**src/rtl/hve_pkg.sv**
```systemverilog
// ----------------------------------------------------------------------------
// hve_pkg
// Shared types and constants for the mail header value extractor.
// ----------------------------------------------------------------------------
package hve_pkg;

  // Key store geometry
  localparam int KEY_LEN_W         = 5;
  localparam int MAX_KEY_BYTES_DEF = 24;

  // Front-to-back command queue
  localparam int CMD_QUEUE_DEPTH = 4;

  // Configuration register map
  localparam int CFG_IDX_W  = 3;
  localparam int CFG_DATA_W = 64;
  localparam logic [CFG_IDX_W-1:0] CFG_KEY_LOW  = 3'd0;
  localparam logic [CFG_IDX_W-1:0] CFG_KEY_MID  = 3'd1;
  localparam logic [CFG_IDX_W-1:0] CFG_KEY_HIGH = 3'd2;
  localparam logic [CFG_IDX_W-1:0] CFG_KEY_LEN  = 3'd3;

  // Character codes
  localparam logic [7:0] CH_COLON   = 8'h3A;
  localparam logic [7:0] CH_BANG    = 8'h21;
  localparam logic [7:0] CH_TILDE   = 8'h7E;
  localparam logic [7:0] CH_NEWLINE = 8'h0A;
  localparam logic [7:0] CH_TAB     = 8'h09;
  localparam logic [7:0] CH_SPACE   = 8'h20;
  localparam logic [7:0] CH_UPPER_A = 8'h41;
  localparam logic [7:0] CH_UPPER_Z = 8'h5A;

  typedef enum logic [2:0] {
    PH_MATCH    = 3'd0,
    PH_SKIPLINE = 3'd1,
    PH_LEAD     = 3'd2,
    PH_VALUE    = 3'd3,
    PH_DRAIN    = 3'd4
  } phase_t;

  // One front decision: up to three results, emitted in field order
  typedef struct packed {
    logic       sp;    // held space
    logic       by;    // value byte
    logic [7:0] data;
    logic       dn;    // done
    logic       fnd;
  } cmd_t;

  function automatic logic [7:0] to_lower(input logic [7:0] c);
    if (c >= CH_UPPER_A && c <= CH_UPPER_Z) begin
      return c + 8'd32;
    end
    return c;
  endfunction

endpackage

```
**src/rtl/mail_header_value_extractor.sv**
```systemverilog
// ----------------------------------------------------------------------------
// mail_header_value_extractor
// Streams a mail header and returns the cleaned value of one keyed field.
// ----------------------------------------------------------------------------
// The block takes one header byte per clock on push while full is low.
// A scanner compares each line start against the configured key (ASCII
// case-insensitive, followed by a colon), then follows the value across
// folded lines and decides per byte which results it causes: a held space,
// a cleaned byte and a done marker, at most three. These decisions go
// through a four-entry command queue to a serializer that presents one
// result at a time on the out_ ports while empty is low. Input runs at
// one byte per cycle as long as each byte yields at most one result and
// pop keeps up; a byte with two or three results holds the serializer
// until each is popped. The queue absorbs such bursts and output stalls.
// Bytes that yield nothing never enter the queue. Writes beyond index 3
// are ignored. Key registers are written via cfg_ (index 0..2 key bytes,
// 3 key length) only while idle: a user rule the block does not enforce.
// ----------------------------------------------------------------------------
module mail_header_value_extractor
  import hve_pkg::*;
#(
  parameter int MAX_KEY_BYTES = MAX_KEY_BYTES_DEF
) (
  input  logic                  clk,
  input  logic                  rst_n,
  // byte input
  input  logic [7:0]            in_header_byte,
  input  logic                  in_final_byte,
  input  logic                  push,
  output logic                  full,
  // results
  output logic [7:0]            out_value_byte,
  output logic                  out_byte_present,
  output logic                  out_value_done,
  output logic                  out_key_found,
  output logic                  empty,
  input  logic                  pop,
  // configuration
  input  logic                  cfg_valid,
  output logic                  cfg_ready,
  input  logic [CFG_IDX_W-1:0]  cfg_index,
  input  logic [CFG_DATA_W-1:0] cfg_data
);

  logic [63:0]          key_low_r;
  logic [63:0]          key_mid_r;
  logic [63:0]          key_high_r;
  logic [KEY_LEN_W-1:0] key_len_r;

  logic accept;
  logic cmd_push;
  cmd_t cmd;
  cmd_t head_cmd;
  logic q_full, q_empty, q_pop;
  logic cfg_we;

  // Config is always accepted; one register per transaction
  assign cfg_ready = 1'b1;
  assign cfg_we    = cfg_valid && cfg_ready;

  always_ff @(posedge clk) begin
    if (!rst_n) begin
      key_low_r  <= '0;
      key_mid_r  <= '0;
      key_high_r <= '0;
      key_len_r  <= KEY_LEN_W'(1);
    end else if (cfg_we) begin
      unique case (cfg_index)
        CFG_KEY_LOW:  key_low_r  <= cfg_data;
        CFG_KEY_MID:  key_mid_r  <= cfg_data;
        CFG_KEY_HIGH: key_high_r <= cfg_data;
        CFG_KEY_LEN:  key_len_r  <= cfg_data[KEY_LEN_W-1:0];
        default: ;
      endcase
    end
  end

  // Stall input only when the queue cannot take another command
  assign full   = q_full;
  assign accept = push && !q_full;

  hve_front #(
    .MAX_KEY_BYTES(MAX_KEY_BYTES)
  ) u_front (
    .clk         (clk),
    .rst_n       (rst_n),
    .accept      (accept),
    .header_byte (in_header_byte),
    .final_byte  (in_final_byte),
    .key_low     (key_low_r),
    .key_mid     (key_mid_r),
    .key_high    (key_high_r),
    .key_length  (key_len_r),
    .cmd_push    (cmd_push),
    .cmd         (cmd)
  );

  hve_cmd_fifo u_queue (
    .clk      (clk),
    .rst_n    (rst_n),
    .push     (cmd_push),
    .push_cmd (cmd),
    .pop      (q_pop),
    .head_cmd (head_cmd),
    .full     (q_full),
    .empty    (q_empty)
  );

  hve_back u_back (
    .clk          (clk),
    .rst_n        (rst_n),
    .head_cmd     (head_cmd),
    .q_empty      (q_empty),
    .q_pop        (q_pop),
    .out_empty    (empty),
    .out_pop      (pop),
    .value_byte   (out_value_byte),
    .byte_present (out_byte_present),
    .value_done   (out_value_done),
    .key_found    (out_key_found)
  );

endmodule

```
**src/rtl/hve_front.sv**
```systemverilog
// ----------------------------------------------------------------------------
// hve_front
// Per-byte scanner: key match, value tracking and cleaning decisions.
// ----------------------------------------------------------------------------
module hve_front
  import hve_pkg::*;
#(
  parameter int MAX_KEY_BYTES = MAX_KEY_BYTES_DEF
) (
  input  logic                 clk,
  input  logic                 rst_n,
  input  logic                 accept,
  input  logic [7:0]           header_byte,
  input  logic                 final_byte,
  input  logic [63:0]          key_low,
  input  logic [63:0]          key_mid,
  input  logic [63:0]          key_high,
  input  logic [KEY_LEN_W-1:0] key_length,
  output logic                 cmd_push,
  output cmd_t                 cmd
);

  localparam logic [KEY_LEN_W-1:0] KEY_MAX = KEY_LEN_W'(MAX_KEY_BYTES);

  phase_t               phase_r, phase_nxt;
  logic [KEY_LEN_W-1:0] mpos_r, mpos_nxt;
  logic                 an_r, an_nxt;   // after newline
  logic                 se_r, se_nxt;   // space emitted
  logic                 sp_r, sp_nxt;   // space pending
  logic                 vn_r, vn_nxt;   // value nonempty

  logic [KEY_LEN_W-1:0] klen;
  logic [63:0]          key_word;
  logic [7:0]           key_byte;
  logic                 is_ws;
  logic                 is_print;
  logic                 early_done;

  always_comb begin
    klen = (key_length > KEY_MAX) ? KEY_MAX : key_length;
    unique case (mpos_r[4:3])
      2'd0:    key_word = key_low;
      2'd1:    key_word = key_mid;
      default: key_word = key_high;
    endcase
    key_byte = key_word[{mpos_r[2:0], 3'b000} +: 8];
    is_ws    = (header_byte == CH_SPACE) || (header_byte == CH_TAB);
    is_print = (header_byte >= CH_BANG) && (header_byte <= CH_TILDE);
  end

  always_comb begin
    phase_nxt  = phase_r;
    mpos_nxt   = mpos_r;
    an_nxt     = an_r;
    se_nxt     = se_r;
    sp_nxt     = sp_r;
    vn_nxt     = vn_r;
    cmd        = '0;
    early_done = 1'b0;

    unique case (phase_r)
      PH_MATCH: begin
        if (klen == '0) begin
          // nothing can match
        end else if (mpos_r < klen) begin
          if (header_byte == CH_NEWLINE) begin
            mpos_nxt = '0;
          end else if (to_lower(header_byte) == to_lower(key_byte)) begin
            mpos_nxt = mpos_r + 1'b1;
          end else begin
            phase_nxt = PH_SKIPLINE;
          end
        end else begin
          if (header_byte == CH_COLON) begin
            phase_nxt = PH_LEAD;
          end else if (header_byte == CH_NEWLINE) begin
            mpos_nxt = '0;
          end else begin
            phase_nxt = PH_SKIPLINE;
          end
        end
      end
      PH_SKIPLINE: begin
        if (header_byte == CH_NEWLINE) begin
          phase_nxt = PH_MATCH;
          mpos_nxt  = '0;
        end
      end
      PH_LEAD, PH_VALUE: begin
        if (phase_r == PH_LEAD && is_ws) begin
          // leading blanks skipped
        end else begin
          phase_nxt = PH_VALUE;
          if (an_r && !is_ws) begin
            // unfolded line start ends the value
            early_done = 1'b1;
            cmd.dn     = 1'b1;
            cmd.fnd    = vn_r;
            phase_nxt  = PH_DRAIN;
          end else if (!an_r && header_byte == CH_NEWLINE) begin
            an_nxt = 1'b1;
          end else begin
            an_nxt = 1'b0;
            if (is_print) begin
              cmd.sp   = sp_r;
              cmd.by   = 1'b1;
              cmd.data = header_byte;
              sp_nxt   = 1'b0;
              se_nxt   = 1'b0;
              vn_nxt   = 1'b1;
            end else if (is_ws && !se_r) begin
              se_nxt = 1'b1;
              sp_nxt = 1'b1;
            end
          end
        end
      end
      PH_DRAIN: begin
      end
      default: begin
        phase_nxt = PH_MATCH;
        mpos_nxt  = '0;
        an_nxt    = 1'b0;
        se_nxt    = 1'b0;
        sp_nxt    = 1'b0;
        vn_nxt    = 1'b0;
      end
    endcase

    if (final_byte) begin
      if (!early_done && phase_nxt != PH_DRAIN) begin
        cmd.dn  = 1'b1;
        cmd.fnd = (phase_nxt == PH_LEAD || phase_nxt == PH_VALUE) && vn_nxt;
      end
      phase_nxt = PH_MATCH;
      mpos_nxt  = '0;
      an_nxt    = 1'b0;
      se_nxt    = 1'b0;
      sp_nxt    = 1'b0;
      vn_nxt    = 1'b0;
    end

    cmd_push = accept && (cmd.sp || cmd.by || cmd.dn);
  end

  always_ff @(posedge clk) begin
    if (!rst_n) begin
      phase_r <= PH_MATCH;
      mpos_r  <= '0;
      an_r    <= 1'b0;
      se_r    <= 1'b0;
      sp_r    <= 1'b0;
      vn_r    <= 1'b0;
    end else if (accept) begin
      phase_r <= phase_nxt;
      mpos_r  <= mpos_nxt;
      an_r    <= an_nxt;
      se_r    <= se_nxt;
      sp_r    <= sp_nxt;
      vn_r    <= vn_nxt;
    end
  end

endmodule

```
**src/rtl/hve_cmd_fifo.sv**
```systemverilog
// ----------------------------------------------------------------------------
// hve_cmd_fifo
// Small command queue between scanner and result serializer.
// ----------------------------------------------------------------------------
module hve_cmd_fifo
  import hve_pkg::*;
(
  input  logic clk,
  input  logic rst_n,
  input  logic push,
  input  cmd_t push_cmd,
  input  logic pop,
  output cmd_t head_cmd,
  output logic full,
  output logic empty
);

  localparam int PTR_W = (CMD_QUEUE_DEPTH > 1) ? $clog2(CMD_QUEUE_DEPTH) : 1;
  localparam int CNT_W = $clog2(CMD_QUEUE_DEPTH + 1);
  localparam logic [PTR_W-1:0] LAST_PTR = PTR_W'(CMD_QUEUE_DEPTH - 1);
  localparam logic [CNT_W-1:0] DEPTH_CNT = CNT_W'(CMD_QUEUE_DEPTH);

  cmd_t             mem [CMD_QUEUE_DEPTH];
  logic [PTR_W-1:0] wr_ptr_r, wr_ptr_nxt;
  logic [PTR_W-1:0] rd_ptr_r, rd_ptr_nxt;
  logic [CNT_W-1:0] count_r, count_nxt;
  logic             do_push, do_pop;

  always_comb begin
    full       = (count_r == DEPTH_CNT);
    empty      = (count_r == '0);
    do_push    = push && !full;
    do_pop     = pop && !empty;
    wr_ptr_nxt = (wr_ptr_r == LAST_PTR) ? '0 : wr_ptr_r + 1'b1;
    rd_ptr_nxt = (rd_ptr_r == LAST_PTR) ? '0 : rd_ptr_r + 1'b1;
    count_nxt  = count_r;
    if (do_push && !do_pop) begin
      count_nxt = count_r + 1'b1;
    end else if (do_pop && !do_push) begin
      count_nxt = count_r - 1'b1;
    end
    head_cmd = mem[rd_ptr_r];
  end

  always_ff @(posedge clk) begin
    if (do_push) begin
      mem[wr_ptr_r] <= push_cmd;
    end
  end

  always_ff @(posedge clk) begin
    if (!rst_n) begin
      wr_ptr_r <= '0;
      rd_ptr_r <= '0;
      count_r  <= '0;
    end else begin
      if (do_push) begin
        wr_ptr_r <= wr_ptr_nxt;
      end
      if (do_pop) begin
        rd_ptr_r <= rd_ptr_nxt;
      end
      count_r <= count_nxt;
    end
  end

endmodule

```
**src/rtl/hve_back.sv**
```systemverilog
// ----------------------------------------------------------------------------
// hve_back
// Result serializer: splits a command into space, byte and done results.
// ----------------------------------------------------------------------------
module hve_back
  import hve_pkg::*;
(
  input  logic       clk,
  input  logic       rst_n,
  input  cmd_t       head_cmd,
  input  logic       q_empty,
  output logic       q_pop,
  output logic       out_empty,
  input  logic       out_pop,
  output logic [7:0] value_byte,
  output logic       byte_present,
  output logic       value_done,
  output logic       key_found
);

  cmd_t cur_r, cur_nxt;
  logic cur_vld_r, cur_vld_nxt;
  logic last_one;
  logic take;

  always_comb begin
    out_empty = !cur_vld_r;
    if (cur_r.sp) begin
      value_byte   = CH_SPACE;
      byte_present = 1'b1;
      value_done   = 1'b0;
      key_found    = 1'b0;
    end else if (cur_r.by) begin
      value_byte   = cur_r.data;
      byte_present = 1'b1;
      value_done   = 1'b0;
      key_found    = 1'b0;
    end else begin
      value_byte   = 8'h00;
      byte_present = 1'b0;
      value_done   = 1'b1;
      key_found    = cur_r.fnd;
    end

    last_one = ({1'b0, cur_r.sp} + {1'b0, cur_r.by} + {1'b0, cur_r.dn}) == 2'd1;
    take     = out_pop && cur_vld_r;

    cur_nxt     = cur_r;
    cur_vld_nxt = cur_vld_r;
    q_pop       = 1'b0;
    if (take) begin
      if (cur_r.sp) begin
        cur_nxt.sp = 1'b0;
      end else if (cur_r.by) begin
        cur_nxt.by = 1'b0;
      end else begin
        cur_nxt.dn = 1'b0;
      end
    end
    if (!cur_vld_r || (take && last_one)) begin
      q_pop       = !q_empty;
      cur_vld_nxt = !q_empty;
      cur_nxt     = head_cmd;
    end
  end

  always_ff @(posedge clk) begin
    cur_r <= cur_nxt;
  end

  always_ff @(posedge clk) begin
    if (!rst_n) begin
      cur_vld_r <= 1'b0;
    end else begin
      cur_vld_r <= cur_vld_nxt;
    end
  end

endmodule

```
**config.mk**
```make
export PLATFORM = sky130hd
export DESIGN_NAME = mail_header_value_extractor
export DESIGN_NICKNAME = d
export VERILOG_FILES = /design/src/rtl/hve_pkg.sv /design/src/rtl/mail_header_value_extractor.sv /design/src/rtl/hve_front.sv /design/src/rtl/hve_cmd_fifo.sv /design/src/rtl/hve_back.sv
export SDC_FILE = /design/constraint.sdc
export NUM_CORES = 1
export LEC_CHECK = 0
export ABC_AREA = 1
export BUFFER_PORTS_ARGS = -buffer_cell sky130_fd_sc_hd__buf_4
export CAP_MARGIN = 5
export CELL_PAD_IN_SITES_DETAIL_PLACEMENT = 1
export CELL_PAD_IN_SITES_GLOBAL_PLACEMENT = 1
export CORE_UTILIZATION = 45
export CTS_CLUSTER_SIZE = 12
export DETAILED_ROUTE_END_ITERATION = 10
export PLACE_DENSITY_LB_ADDON = 0.3
export SLEW_MARGIN = 20
export SYNTH_ARGS = -nofsm -noshare
export SYNTH_HDL_FRONTEND = slang
export SYNTH_HIERARCHICAL = 1
export SYNTH_SLANG_ARGS = --single-unit
```
**constraint.sdc**
```tcl
create_clock -name clk -period 6.9 [get_ports clk]
set_clock_uncertainty 0.2 [all_clocks]
set_input_delay 1.725 -clock clk [delete_from_list [all_inputs] [get_ports clk]]
set_output_delay 1.725 -clock clk [all_outputs]
set_load 0.005 [all_outputs]
```
==> metrics.md <==
| Metric | Value |
|---|---|
| Status | completed |
| Mapped Area | 14820 µm² |
| Commonest non-fill, non-tap cell in the layout | nor2_1 |
| CTS Buffer Depth | 3 |
| Final wirelength | 44.79 mm |
| Post-Synth XOR/XNOR Area | 0.1182% |
| Clk_lat worst skew | 520 ps |
| Pleak | 7.090 nW |
| Die H | 183.5 µm |
| I/O Pins | 95 |
| Dpl ws | 1164 ps |
| Sequential share of the synthesized area | 41.61% |
| Fmax | 0.1923 GHz |
| Die Span X | 183.5 µm |
| CP required | 6830 ps |
| Simple-Gate Fraction of Synth Area | 36.58% |
| Final period util | 75.38% |
| Total GRT Usage | 26.87% |
| DRT antenna net count | 0 |
| Syn Inst Count | 2119 |
| Hold Path Depth | 2 |
| Syn nets | 2216 |
| Number of global-route vias before repair | 13919 |
| H-tree depth | 2 |
| Yosys Warn Count | 6 |
| Post-synth ARST share | 0% |
| Vias | 13749 |
| Critical path startpoint category | primary input |
| Core Area | 32450 µm² |
| Cell Area, Placed | 15150 µm² |
| Setup Buffers After CTS | 0 |
| Clk slew on worst S/H paths | 50 ps |
| Clock sinks | 278 |
| Final Non-Filler Cells | 2600 |
| Synth Flop Type | dfxtp_1 |
| Tightest hold margin | 275.4 ps |
| IO Port Bufs | 93 |
| Rows | 66 |
| Synth Area in Compound Gates | 7.438% |
| Initial Utilization | 45.66% |
| GR Util met3 | 3.328% |
| CTS tree | done |
| Worst Reg-to-Reg Cells | 21 |
| Total gr overflow | 0 |
| Initial antenna violation count | 0 |
| Hold buffers post-CTS | 0 |
| Final setup viols | 0 |
| Routed vias/inst | 5.288 |
| Setup crit end kind | flip-flop |
| CTS Root Cell | clkbuf_16 |
| Most frequent cells in the layout | nor2_1 (459), nand2_1 (426), nand3_1 (311) |
| Setup TNS | 0 ps |
| P per Cell Area | 328.2 nW/µm² |
| Worst slew margin | 22.07% |
| Netlist cell types | 48 |
| Crit Path Category | in2reg |
| Min-delay worst type | reg2reg |
| Setup ws final | 1699 ps |
| Average routed wire per standard cell | 17.23 µm |
| Fin. Hold Viols | 0 |
| Max Slew Vio Count | 0 |
| First-pass GRT wire length | 72.32 mm |
| Max cap viols | 0 |
| Adder-cell share of the synthesized area | 1.452% |
| Worst slew pin tran | 1166 ps |
| Largest net degree at the start of global routing | 261 |
| Antenna Cells | 0 |
| Unrepaired setup endpoints after global routing | no |
| Arr. time, crit path | 5130 ps |
| GRT met1 Usage | 33.76% |
| Post-CTS resize count | 0 |
| DP Cell Count | 2538 |
| Die area | 33660 µm² |
| Mux contribution to synthesized area | 0% |
| Gr busiest metal | met2 |
| Post-synth EDFFs | 60 |
| Fillers | 4239 |
| Largest family of logic cells by synthesized area | simple AND/OR/NAND/NOR gates |
| Synth top area share | 29.45% |
| Largest area contributor in the netlist | dfxtp_1 |
| Layout cell share with drive strength beyond 1 | 10.06% |
| Peak supply drop | 0.1490 mV |
| Crit-path max FO | 12 |
| GRT met2 Usage | 48.53% |
| Nets | 2229 |
| Final instance area | 16340 µm² |
| FF+latch count, synth | 278 |
| Largest cells by area after synthesis | dfxtp_1 (29%), edfxtp_1 (12%), nor2_1 (12%) |
| Syn_area_per_cell | 6.993 µm² |
| GP Congestion | 0.8716 |
| Minimum clock period | 5201 ps |
| TritonCTS Buffers | 34 |
| Dpl hpwl | 27.87 mm |
| Synth-to-Final Area Change | 10.29% |
| # DRC | 0 |
| Starting DRC count in detailed routing | 792 |
| Router iterations before antenna repair | 4 |
==> area by class of cell <==
cell class	instances	area, µm²	share of cell area [%]
multi-input combinational	1489	6778	41.47
sequential	278	6166	37.72
clock buffer	53	1044	6.384
inverter	224	845.8	5.175
timing repair buffer	105	817.0	4.999
tap	442	553.0	3.384
clock inverter	9	141.4	0.8650
==> path summary, 6_finish.rpt <==
check / start / to / slack (ps)
worst max-delay path: in_header_byte[6] / u_queue/mem[1][1]$_DFFE_PP_ / 1700
worst min-delay path: key_high_r[18]$_SDFFE_PN0P_ / key_high_r[18]$_SDFFE_PN0P_ / 280
worst max register to register: u_front/mpos_r[4]$_SDFFE_PN0P_ / u_queue/mem[3][0]$_DFFE_PP_ / 2580
worst min register to register: key_high_r[18]$_SDFFE_PN0P_ / key_high_r[18]$_SDFFE_PN0P_ / 280
==> cells by family after synthesis <==
| family | after synthesis |
|---|---|
| simple gates | 1272 |
| buf+inv | 352 |
| flops | 278 |
| compound gates | 197 |
| fa+ha+maj | 16 |
| xor+xnor | 2 |
| other cells | 2 |
==> worst max-delay path, cell delays in order <==
cell,delay (ps)
buf_4,130
nor2_1,190
inv_1,90
o41ai_1,600
nor2_1,90
inv_1,130
nand3_1,100
nor2_1,330
clkinv_1,350
a31oi_1,360
nand2_2,180
nor2_1,820
==> flip-flops by register name, summed over array words and instances (netlist names), named ones only <==
| name | flops |
|---|---|
| u_front/phase_r | 3 |
| key_high_r | 64 |
| u_back/cur_r | 12 |
| u_front/vn_r | 1 |
| key_mid_r | 64 |
| u_front/mpos_r | 5 |
| u_front/an_r | 1 |
| u_queue/mem | 48 |
| key_low_r | 64 |
| u_queue/count_r | 3 |
| u_back/cur_vld_r | 1 |
| u_front/sp_r | 1 |
| u_queue/wr_ptr_r | 2 |
| key_len_r | 5 |
| u_queue/rd_ptr_r | 2 |
==> where the power goes <==
group          internal (mW)  switching, mW
clock network           1.16          0.704
registers               1.81          0.111
logic                  0.489           1.09
total                   3.45           1.91
==> cell usage after synthesis (3+ instances only) <==
cell,number
or2_1,13
ha_1,14
nand3b_1,3
nand4_1,8
nand3_1,311
nand3_2,5
nor4_1,5
nor2_1,463
nand2_2,14
a211oi_1,3
clkbuf_1,6
buf_2,34
inv_1,210
o32ai_1,3
o22ai_1,12
dfxtp_1,218
buf_1,3
nand2_1,426
inv_2,10
or2_2,6
o21ai_0,22
edfxtp_1,60
o211ai_1,9
o21ai_1,26
a21oi_1,108
buf_4,31
o21bai_1,3
nor2_2,4
buf_6,54
nor2_4,7
==> per-stage QoR <==
step / power, mW / util (%)
global route: 5.646 / 50.36
detailed placement: 3.513 / 46.69
floorplan: 3.024 / -
CTS: 5.389 / 50.34
finish: 5.364 / 50.36
global placement: 3.448 / 46.69
==> routing by layer <==
layer,part of all wire (%),vias to the layer above
li1,-,6742
met1,44,6692
met2,50,249
met3,3.6,66
met4,2.0,0
met5,0,-
(Power assumes the default switching activity.)
